==> config.mk <==
export PLATFORM = sky130hd
export DESIGN_NAME = one_wire_bus_master_flat
export DESIGN_NICKNAME = d
export VERILOG_FILES = /design/src/sv/owm_pkg.sv /design/src/sv/owm_in_if.sv /design/src/sv/owm_out_if.sv /design/src/sv/owm_core.sv /design/src/sv/one_wire_bus_master.sv /design/src/flat_wrapper.sv
export SDC_FILE = /design/constraint.sdc
export NUM_CORES = 1
export LEC_CHECK = 0
export BUFFER_PORTS_ARGS = -buffer_cell sky130_fd_sc_hd__buf_2
export CAP_MARGIN = 10
export CORE_MARGIN = 2
export CORE_UTILIZATION = 46
export CTS_CLUSTER_SIZE = 12
export DETAILED_ROUTE_END_ITERATION = 10
export GPL_ROUTABILITY_DRIVEN = 0
export GPL_TIMING_DRIVEN = 0
export MAX_ROUTING_LAYER = met4
export PLACE_DENSITY = 0.67
export SLEW_MARGIN = 20
export SYNTH_ARGS = -nofsm -noshare
export SYNTH_HDL_FRONTEND = slang
export SYNTH_SLANG_ARGS = --single-unit
==> constraint.sdc <==
create_clock -name clk -period 9.65 [get_ports clk]
set_input_delay 1.93 -clock clk [delete_from_list [all_inputs] [get_ports clk]]
set_output_delay 1.93 -clock clk [all_outputs]
set_load 0.03 [all_outputs]
==> src/sv/owm_pkg.sv <==
`default_nettype none
package owm_pkg;

  localparam int TIMER_BITS_DEF = 10;
  localparam int LEN_W          = 16;
  localparam int CFG_IDX_W      = 3;
  localparam int CFG_DATA_W     = 10;

  localparam logic [LEN_W-1:0] PRE_RESET_TICKS = 16'd10;

  localparam logic [9:0] RESET_LOW_DEF      = 10'd480;
  localparam logic [7:0] PRESENCE_WAIT_DEF  = 8'd60;
  localparam logic [9:0] RESET_RECOVERY_DEF = 10'd420;
  localparam logic [7:0] SLOT_DEF           = 8'd60;
  localparam logic [3:0] READ_SAMPLE_DEF    = 4'd2;
  localparam logic [7:0] BYTE_GAP_DEF       = 8'd100;

  localparam logic [CFG_IDX_W-1:0] CFG_RESET_LOW      = 3'd0;
  localparam logic [CFG_IDX_W-1:0] CFG_PRESENCE_WAIT  = 3'd1;
  localparam logic [CFG_IDX_W-1:0] CFG_RESET_RECOVERY = 3'd2;
  localparam logic [CFG_IDX_W-1:0] CFG_SLOT           = 3'd3;
  localparam logic [CFG_IDX_W-1:0] CFG_READ_SAMPLE    = 3'd4;
  localparam logic [CFG_IDX_W-1:0] CFG_BYTE_GAP       = 3'd5;

  localparam logic [2:0] OP_NONE     = 3'd0;
  localparam logic [2:0] OP_RESET    = 3'd1;
  localparam logic [2:0] OP_WR_BIT   = 3'd2;
  localparam logic [2:0] OP_RD_BIT   = 3'd3;
  localparam logic [2:0] OP_WR_BYTE  = 3'd4;
  localparam logic [2:0] OP_RD_BYTE  = 3'd5;

  typedef enum logic [3:0] {
    PH_IDLE      = 4'd0,
    PH_RS_PRE    = 4'd1,
    PH_RS_LOW    = 4'd2,
    PH_RS_WAIT   = 4'd3,
    PH_RS_SAMPLE = 4'd4,
    PH_RS_REC    = 4'd5,
    PH_W_LOW     = 4'd6,
    PH_W_REL     = 4'd7,
    PH_R_LOW     = 4'd8,
    PH_R_WAIT    = 4'd9,
    PH_R_SAMPLE  = 4'd10,
    PH_R_REC     = 4'd11,
    PH_GAP       = 4'd12
  } ph_t;

  typedef struct packed {
    logic [9:0] reset_low_ticks;
    logic [7:0] presence_wait_ticks;
    logic [9:0] reset_recovery_ticks;
    logic [7:0] slot_ticks;
    logic [3:0] read_sample_ticks;
    logic [7:0] byte_gap_ticks;
  } cfg_t;

  typedef struct packed {
    logic       drive_low;
    logic       busy_res;
    logic       done_res;
    logic       presence;
    logic [7:0] rx_data;
  } res_t;

  typedef struct packed {
    ph_t        ph;
    logic [3:0] bits;
    logic [7:0] sh;
  } step_t;

  // Raw segment length, before the timer-width wrap.
  function automatic logic [LEN_W-1:0] owm_seg_len(ph_t ph, logic one, cfg_t cfg);
    logic [LEN_W-1:0] len;
    case (ph)
      PH_RS_PRE:    len = PRE_RESET_TICKS;
      PH_RS_LOW:    len = LEN_W'(cfg.reset_low_ticks);
      PH_RS_WAIT:   len = LEN_W'(cfg.presence_wait_ticks);
      PH_RS_SAMPLE: len = 16'd1;
      PH_RS_REC:    len = LEN_W'(cfg.reset_recovery_ticks);
      PH_W_LOW:     len = one ? 16'd1 : LEN_W'(cfg.slot_ticks);
      PH_W_REL:     len = (one ? LEN_W'(cfg.slot_ticks) : 16'd1) + LEN_W'(cfg.slot_ticks);
      PH_R_LOW:     len = 16'd1;
      PH_R_WAIT:    len = LEN_W'(cfg.read_sample_ticks);
      PH_R_SAMPLE:  len = 16'd1;
      PH_R_REC:     len = LEN_W'(cfg.slot_ticks);
      PH_GAP:       len = LEN_W'(cfg.byte_gap_ticks);
      default:      len = '0;
    endcase
    return len;
  endfunction

  // Segment that follows ph; the end of a slot counts a bit off.
  function automatic step_t owm_next(ph_t ph, logic pres, logic [3:0] bits,
                                     logic [7:0] sh, logic bmode);
    step_t      s;
    logic [3:0] b;
    s.bits = bits;
    s.sh   = sh;
    b      = bits;
    case (ph)
      PH_RS_PRE:    s.ph = PH_RS_LOW;
      PH_RS_LOW:    s.ph = PH_RS_WAIT;
      PH_RS_WAIT:   s.ph = PH_RS_SAMPLE;
      PH_RS_SAMPLE: s.ph = pres ? PH_RS_REC : PH_IDLE;
      PH_W_LOW:     s.ph = PH_W_REL;
      PH_R_LOW:     s.ph = PH_R_WAIT;
      PH_R_WAIT:    s.ph = PH_R_SAMPLE;
      PH_R_SAMPLE:  s.ph = PH_R_REC;
      PH_W_REL, PH_R_REC: begin
        if (b != 4'd0) b = b - 4'd1;
        s.bits = b;
        if (b != 4'd0) begin
          if (ph == PH_W_REL) begin
            s.sh = {1'b0, sh[7:1]};
            s.ph = PH_W_LOW;
          end else begin
            s.ph = PH_R_LOW;
          end
        end else begin
          s.ph = (ph == PH_W_REL && bmode) ? PH_GAP : PH_IDLE;
        end
      end
      default:      s.ph = PH_IDLE;
    endcase
    return s;
  endfunction

endpackage
`default_nettype wire

==> src/sv/owm_in_if.sv <==
`default_nettype none
interface owm_in_if;
  logic       valid;
  logic       ready;
  logic [2:0] op;
  logic [7:0] tx_byte;
  logic       line_level;

  modport source (output valid, output op, output tx_byte, output line_level, input ready);
  modport sink   (input valid, input op, input tx_byte, input line_level, output ready);
endinterface
`default_nettype wire

==> src/sv/owm_out_if.sv <==
`default_nettype none
interface owm_out_if;
  logic       valid;
  logic       ready;
  logic       drive_low;
  logic       busy_res;
  logic       done_res;
  logic       presence;
  logic [7:0] rx_data;

  modport source (output valid, output drive_low, output busy_res, output done_res,
                  output presence, output rx_data, input ready);
  modport sink   (input valid, input drive_low, input busy_res, input done_res,
                  input presence, input rx_data, output ready);
endinterface
`default_nettype wire

==> src/sv/owm_core.sv <==
`default_nettype none
module owm_core
  import owm_pkg::*;
#(
  parameter int TIMER_BITS = TIMER_BITS_DEF
) (
  input  wire logic       clk,
  input  wire logic       rst_n,
  input  wire logic       tick_en,
  input  wire logic [2:0] op,
  input  wire logic [7:0] tx_byte,
  input  wire logic       line_level,
  input  wire cfg_t       cfg,
  output res_t            res
);

  ph_t                   phase_r, phase_nxt, cur_ph;
  logic [TIMER_BITS-1:0] cnt_r, cnt_nxt;
  logic [3:0]            bits_r, bits_nxt;
  logic [7:0]            sh_r, sh_nxt;
  logic                  bmode_r, bmode_nxt;
  logic                  pres_r, pres_nxt;

  // next state
  always_comb begin
    step_t                 st;
    logic [LEN_W-1:0]      raw;
    logic [TIMER_BITS-1:0] len;
    logic                  found;
    cur_ph    = phase_r;
    cnt_nxt   = cnt_r;
    bits_nxt  = bits_r;
    sh_nxt    = sh_r;
    bmode_nxt = bmode_r;
    pres_nxt  = pres_r;
    st        = '0;
    raw       = '0;
    len       = '0;
    found     = 1'b0;

    if (phase_r == PH_IDLE && (op inside {[OP_RESET:OP_RD_BYTE]})) begin
      bmode_nxt = (op >= OP_WR_BYTE);
      bits_nxt  = bmode_nxt ? 4'd8 : 4'd1;
      case (op)
        OP_RESET: begin
          cur_ph  = PH_RS_PRE;
          cnt_nxt = PRE_RESET_TICKS[TIMER_BITS-1:0];
        end
        OP_WR_BIT, OP_WR_BYTE: begin
          sh_nxt = (op == OP_WR_BIT) ? {7'b0, tx_byte[0]} : tx_byte;
          if (sh_nxt[0] || cfg.slot_ticks != 8'd0) begin
            cur_ph  = PH_W_LOW;
            cnt_nxt = sh_nxt[0] ? TIMER_BITS'(1) : TIMER_BITS'(cfg.slot_ticks);
          end else begin
            cur_ph  = PH_W_REL;
            cnt_nxt = TIMER_BITS'(1);
          end
        end
        default: begin
          sh_nxt  = 8'd0;
          cur_ph  = PH_R_LOW;
          cnt_nxt = TIMER_BITS'(1);
        end
      endcase
    end

    phase_nxt = cur_ph;
    if (cur_ph != PH_IDLE) begin
      if (cur_ph == PH_RS_SAMPLE) pres_nxt = ~line_level;
      if (cur_ph == PH_R_SAMPLE) sh_nxt = bmode_nxt ? {line_level, sh_nxt[7:1]}
                                                    : {7'b0, line_level};
      cnt_nxt = cnt_nxt - TIMER_BITS'(1);
      if (cnt_nxt == '0) begin
        st = owm_next(cur_ph, pres_nxt, bits_nxt, sh_nxt, bmode_nxt);
        // zero-length segments are skipped; at most three in a row
        for (int i = 0; i < 4; i++) begin
          if (!found) begin
            if (st.ph == PH_IDLE) begin
              found = 1'b1;
            end else begin
              raw = owm_seg_len(st.ph, st.sh[0], cfg);
              len = raw[TIMER_BITS-1:0];
              if (len != '0) begin
                found   = 1'b1;
                cnt_nxt = len;
              end else begin
                st = owm_next(st.ph, pres_nxt, st.bits, st.sh, bmode_nxt);
              end
            end
          end
        end
        bits_nxt  = st.bits;
        sh_nxt    = st.sh;
        phase_nxt = found ? st.ph : PH_IDLE;
        if (phase_nxt == PH_IDLE) cnt_nxt = '0;
      end
    end
  end

  // outputs
  always_comb begin
    res.drive_low = (cur_ph == PH_RS_LOW) || (cur_ph == PH_W_LOW) || (cur_ph == PH_R_LOW);
    res.busy_res  = (cur_ph != PH_IDLE);
    res.done_res  = res.busy_res && (phase_nxt == PH_IDLE);
    res.presence  = pres_nxt;
    res.rx_data   = (res.done_res && (cur_ph inside {[PH_R_LOW:PH_R_REC]})) ? sh_nxt : 8'd0;
  end

  always_ff @(posedge clk) begin
    if (!rst_n) begin
      phase_r <= PH_IDLE;
      cnt_r   <= '0;
      bits_r  <= '0;
      sh_r    <= '0;
      bmode_r <= 1'b0;
      pres_r  <= 1'b0;
    end else if (tick_en) begin
      phase_r <= phase_nxt;
      cnt_r   <= cnt_nxt;
      bits_r  <= bits_nxt;
      sh_r    <= sh_nxt;
      bmode_r <= bmode_nxt;
      pres_r  <= pres_nxt;
    end
  end

endmodule
`default_nettype wire

==> src/sv/one_wire_bus_master.sv <==
// 1-Wire bus master, timed by one input transaction per microsecond tick.
// in_if carries op, tx_byte and the sampled line_level for that tick; each
// input transaction yields exactly one out_if transaction with drive_low,
// busy_res, done_res, presence and rx_data for the same tick.
// A command starts on the tick it arrives while idle; ops seen while busy
// are ignored. rx_data is nonzero only on the done tick of a read.
// The result is registered: it is valid the cycle after the input transaction.
// Throughput: one tick per clock unless stalled; the segment timer and
// phase update once per transaction through a single register stage.
// Stall: the output register holds its result while out_if.ready is low;
// in_if.ready then drops, and rises again as soon as the result is taken.
// Reset (rst_n low, synchronous; res_r is not reset): the sequencer goes
// idle, presence clears and all timing registers return to their defaults.
// cfg_we writes cfg_wdata into register cfg_index (0 reset low, 1 presence
// wait, 2 reset recovery, 3 slot, 4 read sample, 5 byte gap); write only
// while idle.
`default_nettype none
module one_wire_bus_master
  import owm_pkg::*;
#(
  parameter int TIMER_BITS = TIMER_BITS_DEF
) (
  input  wire logic                  clk,
  input  wire logic                  rst_n,
  owm_in_if.sink                     in_if,
  owm_out_if.source                  out_if,
  input  wire logic                  cfg_we,
  input  wire logic [CFG_IDX_W-1:0]  cfg_index,
  input  wire logic [CFG_DATA_W-1:0] cfg_wdata
);

  cfg_t cfg_r;
  res_t res, res_r;
  logic out_valid_r;
  logic accept;

  assign in_if.ready = !out_valid_r || out_if.ready;
  assign accept      = in_if.valid && in_if.ready;

  always_ff @(posedge clk) begin
    if (!rst_n) begin
      cfg_r.reset_low_ticks      <= RESET_LOW_DEF;
      cfg_r.presence_wait_ticks  <= PRESENCE_WAIT_DEF;
      cfg_r.reset_recovery_ticks <= RESET_RECOVERY_DEF;
      cfg_r.slot_ticks           <= SLOT_DEF;
      cfg_r.read_sample_ticks    <= READ_SAMPLE_DEF;
      cfg_r.byte_gap_ticks       <= BYTE_GAP_DEF;
    end else if (cfg_we) begin
      case (cfg_index)
        CFG_RESET_LOW:      cfg_r.reset_low_ticks      <= cfg_wdata;
        CFG_PRESENCE_WAIT:  cfg_r.presence_wait_ticks  <= cfg_wdata[7:0];
        CFG_RESET_RECOVERY: cfg_r.reset_recovery_ticks <= cfg_wdata;
        CFG_SLOT:           cfg_r.slot_ticks           <= cfg_wdata[7:0];
        CFG_READ_SAMPLE:    cfg_r.read_sample_ticks    <= cfg_wdata[3:0];
        CFG_BYTE_GAP:       cfg_r.byte_gap_ticks       <= cfg_wdata[7:0];
        default: ;
      endcase
    end
  end

  owm_core #(
    .TIMER_BITS (TIMER_BITS)
  ) u_core (
    .clk        (clk),
    .rst_n      (rst_n),
    .tick_en    (accept),
    .op         (in_if.op),
    .tx_byte    (in_if.tx_byte),
    .line_level (in_if.line_level),
    .cfg        (cfg_r),
    .res        (res)
  );

  always_ff @(posedge clk) begin
    if (!rst_n) begin
      out_valid_r <= 1'b0;
    end else if (accept) begin
      out_valid_r <= 1'b1;
    end else if (out_if.ready) begin
      out_valid_r <= 1'b0;
    end
  end

  always_ff @(posedge clk) begin
    if (accept) begin
      res_r <= res;
    end
  end

  assign out_if.valid     = out_valid_r;
  assign out_if.drive_low = res_r.drive_low;
  assign out_if.busy_res  = res_r.busy_res;
  assign out_if.done_res  = res_r.done_res;
  assign out_if.presence  = res_r.presence;
  assign out_if.rx_data   = res_r.rx_data;

endmodule
`default_nettype wire

==> src/flat_wrapper.sv <==
// flat-port wrapper written by rule: the top's interface ports become plain ports
module one_wire_bus_master_flat import owm_pkg::*;
#(
  parameter int TIMER_BITS = TIMER_BITS_DEF
)
  (clk, rst_n, cfg_we, cfg_index, cfg_wdata, in_if_valid, in_if_op, in_if_tx_byte, in_if_line_level, in_if_ready, out_if_valid, out_if_drive_low, out_if_busy_res, out_if_done_res, out_if_presence, out_if_rx_data, out_if_ready);
  owm_in_if in_if_i ();
  owm_out_if out_if_i ();
  input  wire logic clk;
  input  wire logic rst_n;
  input  wire logic cfg_we;
  input  wire logic [CFG_IDX_W-1:0] cfg_index;
  input  wire logic [CFG_DATA_W-1:0] cfg_wdata;
  input wire logic [$bits(in_if_i.valid)-1:0] in_if_valid;
  input wire logic [$bits(in_if_i.op)-1:0] in_if_op;
  input wire logic [$bits(in_if_i.tx_byte)-1:0] in_if_tx_byte;
  input wire logic [$bits(in_if_i.line_level)-1:0] in_if_line_level;
  output wire logic [$bits(in_if_i.ready)-1:0] in_if_ready;
  output wire logic [$bits(out_if_i.valid)-1:0] out_if_valid;
  output wire logic [$bits(out_if_i.drive_low)-1:0] out_if_drive_low;
  output wire logic [$bits(out_if_i.busy_res)-1:0] out_if_busy_res;
  output wire logic [$bits(out_if_i.done_res)-1:0] out_if_done_res;
  output wire logic [$bits(out_if_i.presence)-1:0] out_if_presence;
  output wire logic [$bits(out_if_i.rx_data)-1:0] out_if_rx_data;
  input wire logic [$bits(out_if_i.ready)-1:0] out_if_ready;
  assign in_if_i.valid = in_if_valid;
  assign in_if_i.op = in_if_op;
  assign in_if_i.tx_byte = in_if_tx_byte;
  assign in_if_i.line_level = in_if_line_level;
  assign in_if_ready = in_if_i.ready;
  assign out_if_valid = out_if_i.valid;
  assign out_if_drive_low = out_if_i.drive_low;
  assign out_if_busy_res = out_if_i.busy_res;
  assign out_if_done_res = out_if_i.done_res;
  assign out_if_presence = out_if_i.presence;
  assign out_if_rx_data = out_if_i.rx_data;
  assign out_if_i.ready = out_if_ready;
  one_wire_bus_master #(.TIMER_BITS(TIMER_BITS)) u_core (.clk(clk), .rst_n(rst_n), .in_if(in_if_i), .out_if(out_if_i), .cfg_we(cfg_we), .cfg_index(cfg_index), .cfg_wdata(cfg_wdata));
endmodule
# After elaboration in Yosys (flattened, before gate mapping)
# Index checks and enable logic that the tools add are counted.
# word_totals
regBits	89
latch_bits	0
mem_count	0
mem_bits_rw	0
input_bits	30
romBits	0
elab_cells	335
# classes
bitwise_logic	1
n_div	0
shifts	0
addsub	10
multipliers	0
n_reduce_logical	58
order_cmp	5
eq_ne	66
muxes	177
# op_table
operator	count
10-bit case mux with 10 select lines	4
16-bit two-way mux	19
10-bit two-way mux	30
4-bit two-way mux	56
8-bit two-way mux	26
4-bit case mux with 9 select lines	5
4-bit equality test, second input constant	24
12-bit two-way mux	7
4-bit by 3-bit equality test with 1-bit output, second input constant	19
4-bit nonzero test	11
4-bit by 2-bit equality test with 1-bit output, second input constant	10
10-bit nonzero test	4
8-bit by 8-bit adder with 9-bit output	4
8-bit case mux with 2 select lines	2
4-bit logical NOT	7
1-bit two-way mux	26
4-bit by 1-bit equality test with 1-bit output, second input constant	5
4-bit by 1-bit subtractor with 4-bit output, second input constant	5
2-bit AND reduction	6
2-bit OR reduction	6
3-bit OR reduction	4
1-bit logical AND	11
10-bit logical NOT	1
10-bit by 1-bit subtractor with 10-bit output, second input constant	1
other kinds (16)	24

# Depth between registers and ports, before layout
# depth
word_depth	103
mapped_depth	41
ltp_nobuf	37

# Hierarchy
# From an unflattened synthesis, not the netlist that was laid out.
# hier_totals
cells_unflattened	994
hier_area_um2	7709.9
# by_module_without_submodules
module	cells_per_inst	area_per_inst_um2	n_inst
owm_core	798	5427.7	1
one_wire_bus_master	196	2282.2	1

# Least setup slack after synthesis
# No wires, ideal clock.
# synth_timing
path_kind	input-to-reg
startpoint	input in_if_op[2]
endpoint	register u_core.res_r (netlist bit u_core.out_if.rx_data[1]) (data pin)
setup_time_ns	0.281
path_slack_ns	-0.538
path_stages	34
arrival_time_ns	9.907
n_path_buf	4
cell_sequence	clkbuf_1 -> clkbuf_1 -> clkbuf_1 -> a2bb2oi_1 -> inv_1 -> ha_1 -> or3b_2 -> o31ai_1 -> o211ai_1 -> buf_2 -> a211oi_1 -> nor2_1 -> nor2b_1 -> ha_1 -> and3_1 -> xnor2_1 -> nor3_1 -> or4_1 -> or4_4 -> nor4_4 -> mux2i_1 -> and2_1 -> ha_1 -> nand3_1 -> xnor2_1 -> o21ai_0 -> a221o_1 -> a211oi_1 -> nand4b_4 -> or4_4 -> o2111ai_1 -> o22a_1 -> nand4b_4 -> a211oi_2
# synth_between
elab_chain_len	76
elab_cells_between_ends	272
classes_between	10 x add/sub; 5 x order compare; 61 x eq/ne; 155 x mux; 41 x reduce/logical
# synth_rtl
element	line	text
start: declaration	flat_wrapper.sv:15	input wire logic [$bits(in_if_i.op)-1:0] in_if_op;
parallel branches: the longest is 76 deep, another holds 4-bit by 1-bit subtractor with 4-bit output	-	
end signal: assignment	one_wire_bus_master.sv:86	res_r <= res;
end: declaration	one_wire_bus_master.sv:33	res_t res, res_r;
# Parallel ways; which one is timed is not known. The select of a mux whose other input is x is not followed.
# A chain may end at the register's enable or synchronous reset.

# Final worst setup path
# Ends and elaborated chain as after synthesis.

==> reports/metrics.yaml <==
detailed_routing:
  wl_met2_um: 12700
  drtAntennaViolNets: 0
  drt-total-wl_um: 28600
  wl_met3_um: 3240
  drt_iter0_drc: 1209
  dr.pass1.iters: 8
  viasPerCell: 6.57
  drt-met1-wl_um: 11200
  via_count: 8590
  topRoutingLayerUsed: "met4"
  drc: 0
  avgRoutedWirePerCell_um: 21.9
cts:
  postCtsHoldBufs: 0
  cts-htree-levels: 3
  cts_buffers: 9
  clock-sinks: 89
  cts_tree: "yes"
  cts-root-buf: "clkbuf_16"
  clock_path_buffers: 2
  clkSlewWorstSetupHoldPaths_ns: 0.08
  clkLatencyLatePin_ns: 0.38
synth:
  yosysMostFrequentCell: "nand2_1"
  netlist_area_sq_um: 7530
  synth_fp_nets: 1057
  syn_inst: 1019
  ys_seq_area_share_pct: 25.3
  synth_edf_count: 12
  synth.avg_cell_area_sq_um: 7.39
  ys_ff_latch: 89
  ys_top_cells_by_count: "nand2_1 (184), nor2_1 (88), dfxtp_1 (77)"
  synthArstFlopShare_pct: 0
  yosys.cell_types.count: 96
  synth_top_area_cell: "dfxtp_1"
  yosysWarnings: 0
  yosys-top-cells-area: "dfxtp_1 (20%), nand2_1 (9.2%), edfxtp_1 (4.8%), nor2_1 (4.4%), nand3_1 (3.8%)"
  synth_ff_type: "dfxtp_1"
  synth_top_cell_area_share_pct: 20.5
power_and_ir_drop:
  swShare_pct: 46.6
  p_seq_share_pct: 23.5
  power_density_nw_per_um2: 205
  switching_power_uw: 826
  p_leak_uw: 0.00330
  intPower_uw: 947
  vdd_drop_max_mv: 0.109
  p_clk_share_pct: 21.0
  share_comb_of_total_power_pct: 55.4
min_path:
  min_path_cells: 2
  hold_class: "reg -> reg"
  hp-start: "u_core.cfg_r[26]$_SDFFE_PN0P_"
  hold_end: "u_core.cfg_r[26]$_SDFFE_PN0P_"
place:
  portBuffers: 40
  dp_hpwl_um: 21500
  dpl_cell_area_sq_um: 8040
timing:
  setup_viol: 0
  fin_crit_sh_pct: 98.0
  max_freq_ghz: 0.106
  slew_violations: 0
  post-route-min-period_ns: 9.46
  worstMarginPinSlew_ns: 1.05
  relSlewSlack_pct: 29.2
  skew_ns: 0.0106
  hold_viol: 0
  setup_tns_ns: 0
die:
  die_w_um: 132
  initial_utilization_pct: 47.2
  fp.dieH_um: 132
  coreArea_sq_um: 15900
  fp-row-count: 46
  die_area_sq_um: 17400
  ioPinCount: 44
global_routing:
  antenna_found_initial: 0
  grt_util_all_layers_pct: 33.2
  grt_pass1_vias: 7803
  grt_first_pass_wirelength_um: 44100
  grt_max_degree: 22
  grt-ovfl-total: 0
flow_run:
  max-cap-violations: 0
outcome:
  outcome: "complete, no violations"
worst_setup_path:
  worstReg2RegEnd: "u_core.out_if.rx_data[1]$_SDFFCE_PN0P_"
  start_kind: "input port"
  slowest_stage: "or4_4"
  cp-end-kind: "register"
  regToRegSetupSlack_ns: 0.64
  path_class: "in -> reg"
  worstPathMaxFanout: 10
  reg2reg_from: "u_core.u_core.phase_r[1]$_SDFFE_PN0P_"
  cp.arrival_ns: 9.68
  reg2reg_depth: 35
  cpMostUsedCell: "buf_4"
  cp.required_ns: 9.87
  crit_start: "in_if_op[2]"
  critPathMaxStageDelay_ns: 0.59
cells_and_area:
  syn2layout_area_growth_pct: 14.9
  drive_gt1_share_pct: 14.8
  num-fill-cells: 1558
  diodes: 0
  nNetsFinal: 1125
  design_area_sq_um: 8650
==> area by class of cell <==
class	instances	area (sq um)	area share, %
clock inverters	7	80.1	0.926
clock buffers	9	225	2.60
inverters	20	75.1	0.868
repair buffers	58	339	3.92
well taps	216	270	3.12
multi-input cells	849	5480	63.3
flip-flops and latches	89	1900	22.0
plain buffers	60	282	3.25
==> layout by cell type, fill, tap and decap left out, types with 17 or more instances in the layout <==
cell,n
a21oi_1,43
o21ai_0,49
and2_1,19
nor2_1,86
dfxtp_1,77
nor3_1,29
buf_2,45
nand2_1,182
clkbuf_1,43
inv_1,17
a21boi_0,32
mux2i_1,24
nand3_1,55
buf_4,20
==> metal layers <==
metal	vias to the layer above	track usage [%]
met5	-	-
met4	0	17.8
met3	117	6.61
met2	559	50.3
met1	3996	41.8
li1	3918	-
==> power groups by stage <==
| stage | logic (uW) | registers (uW) | clock network [uW] |
|---|---|---|---|
| 5_1_grt | 1040 | 419 | 389 |
| 2_1_floorplan | 652 | 430 | 0 |
| 3_3_place_gp | 875 | 424 | 0 |
| 4_1_cts | 928 | 416 | 375 |
| 3_5_place_dp | 879 | 424 | 0 |
| 6_report | 983 | 417 | 373 |
==> stage by stage <==
stage	hold WS [ns]	cells	total power (uW)	utilization [%]	worst slack (ns)
global placement	0.455	1275	1300	50.3	-1.76
detailed placement	0.464	1275	1300	50.4	-1.75
CTS	0.475	1303	1720	53.6	0.0224
global route	0.487	1308	1850	54.3	-0.0440
finish	0.470	1308	1770	54.3	0.191
floorplan	0.440	1019	1080	-	0.112
==> worst max-delay path, delay by kind of cell <==
| family | cells | cell delay, ns |
|---|---|---|
| fa+ha+maj | 2 | 0.42 |
| mux | 1 | 0.51 |
| xor+xnor | 1 | 0.14 |
| simple gates | 15 | 3.90 |
| buf+inv | 5 | 0.84 |
| compound gates | 8 | 1.95 |
==> worst max path at each step <==
stage                                                  end  slack (ns)  cells past startpoint
finish              u_core.out_if.rx_data[1]$_SDFFCE_PN0P_        0.19                     32
global route        u_core.out_if.rx_data[1]$_SDFFCE_PN0P_       -0.04                     38
global placement    u_core.out_if.rx_data[1]$_SDFFCE_PN0P_       -1.76                     34
floorplan           u_core.out_if.rx_data[1]$_SDFFCE_PN0P_        0.11                     36
CTS                 u_core.out_if.rx_data[1]$_SDFFCE_PN0P_        0.02                     36
detailed placement  u_core.out_if.rx_data[1]$_SDFFCE_PN0P_       -1.75                     35
==> timing repair <==
item                                    in CTS  in global routing
gates resized for setup                     25                 18
gates cloned                                 0                  0
setup buffers                               12                  6
pin swaps                                    9                 11
endpoints found under the setup margin      21                 20
==> logic make-up after synthesis <==
logic type / count (synthesis) / synth area share [%]
AO/OA/AOI/OAI: 305 / 29.9
XOR/XNOR: 13 / 1.51
adder cells (fa/ha/maj): 8 / 1.33
buffers and inverters: 81 / 4.49
flip-flops: 89 / 25.3
multiplexers: 37 / 5.12
AND/OR/NAND/NOR: 486 / 32.4
==> sequential cells by signal, indices dropped and copies added (netlist names) <==
signal / flops
u_core.out_if.drive_low: 1
u_core.u_core.bmode_r: 1
u_core.out_if.done_res: 1
u_core.u_core.bits_r: 4
u_core.u_core.cnt_r: 10
u_core.u_core.sh_r: 8
u_core.out_if.presence: 1
u_core.u_core.phase_r: 4
u_core.u_core.pres_r: 1
u_core.out_if.busy_res: 1
u_core.out_if.rx_data: 8
u_core.cfg_r: 48
u_core.out_if.valid: 1
(Power assumes the default switching activity.)
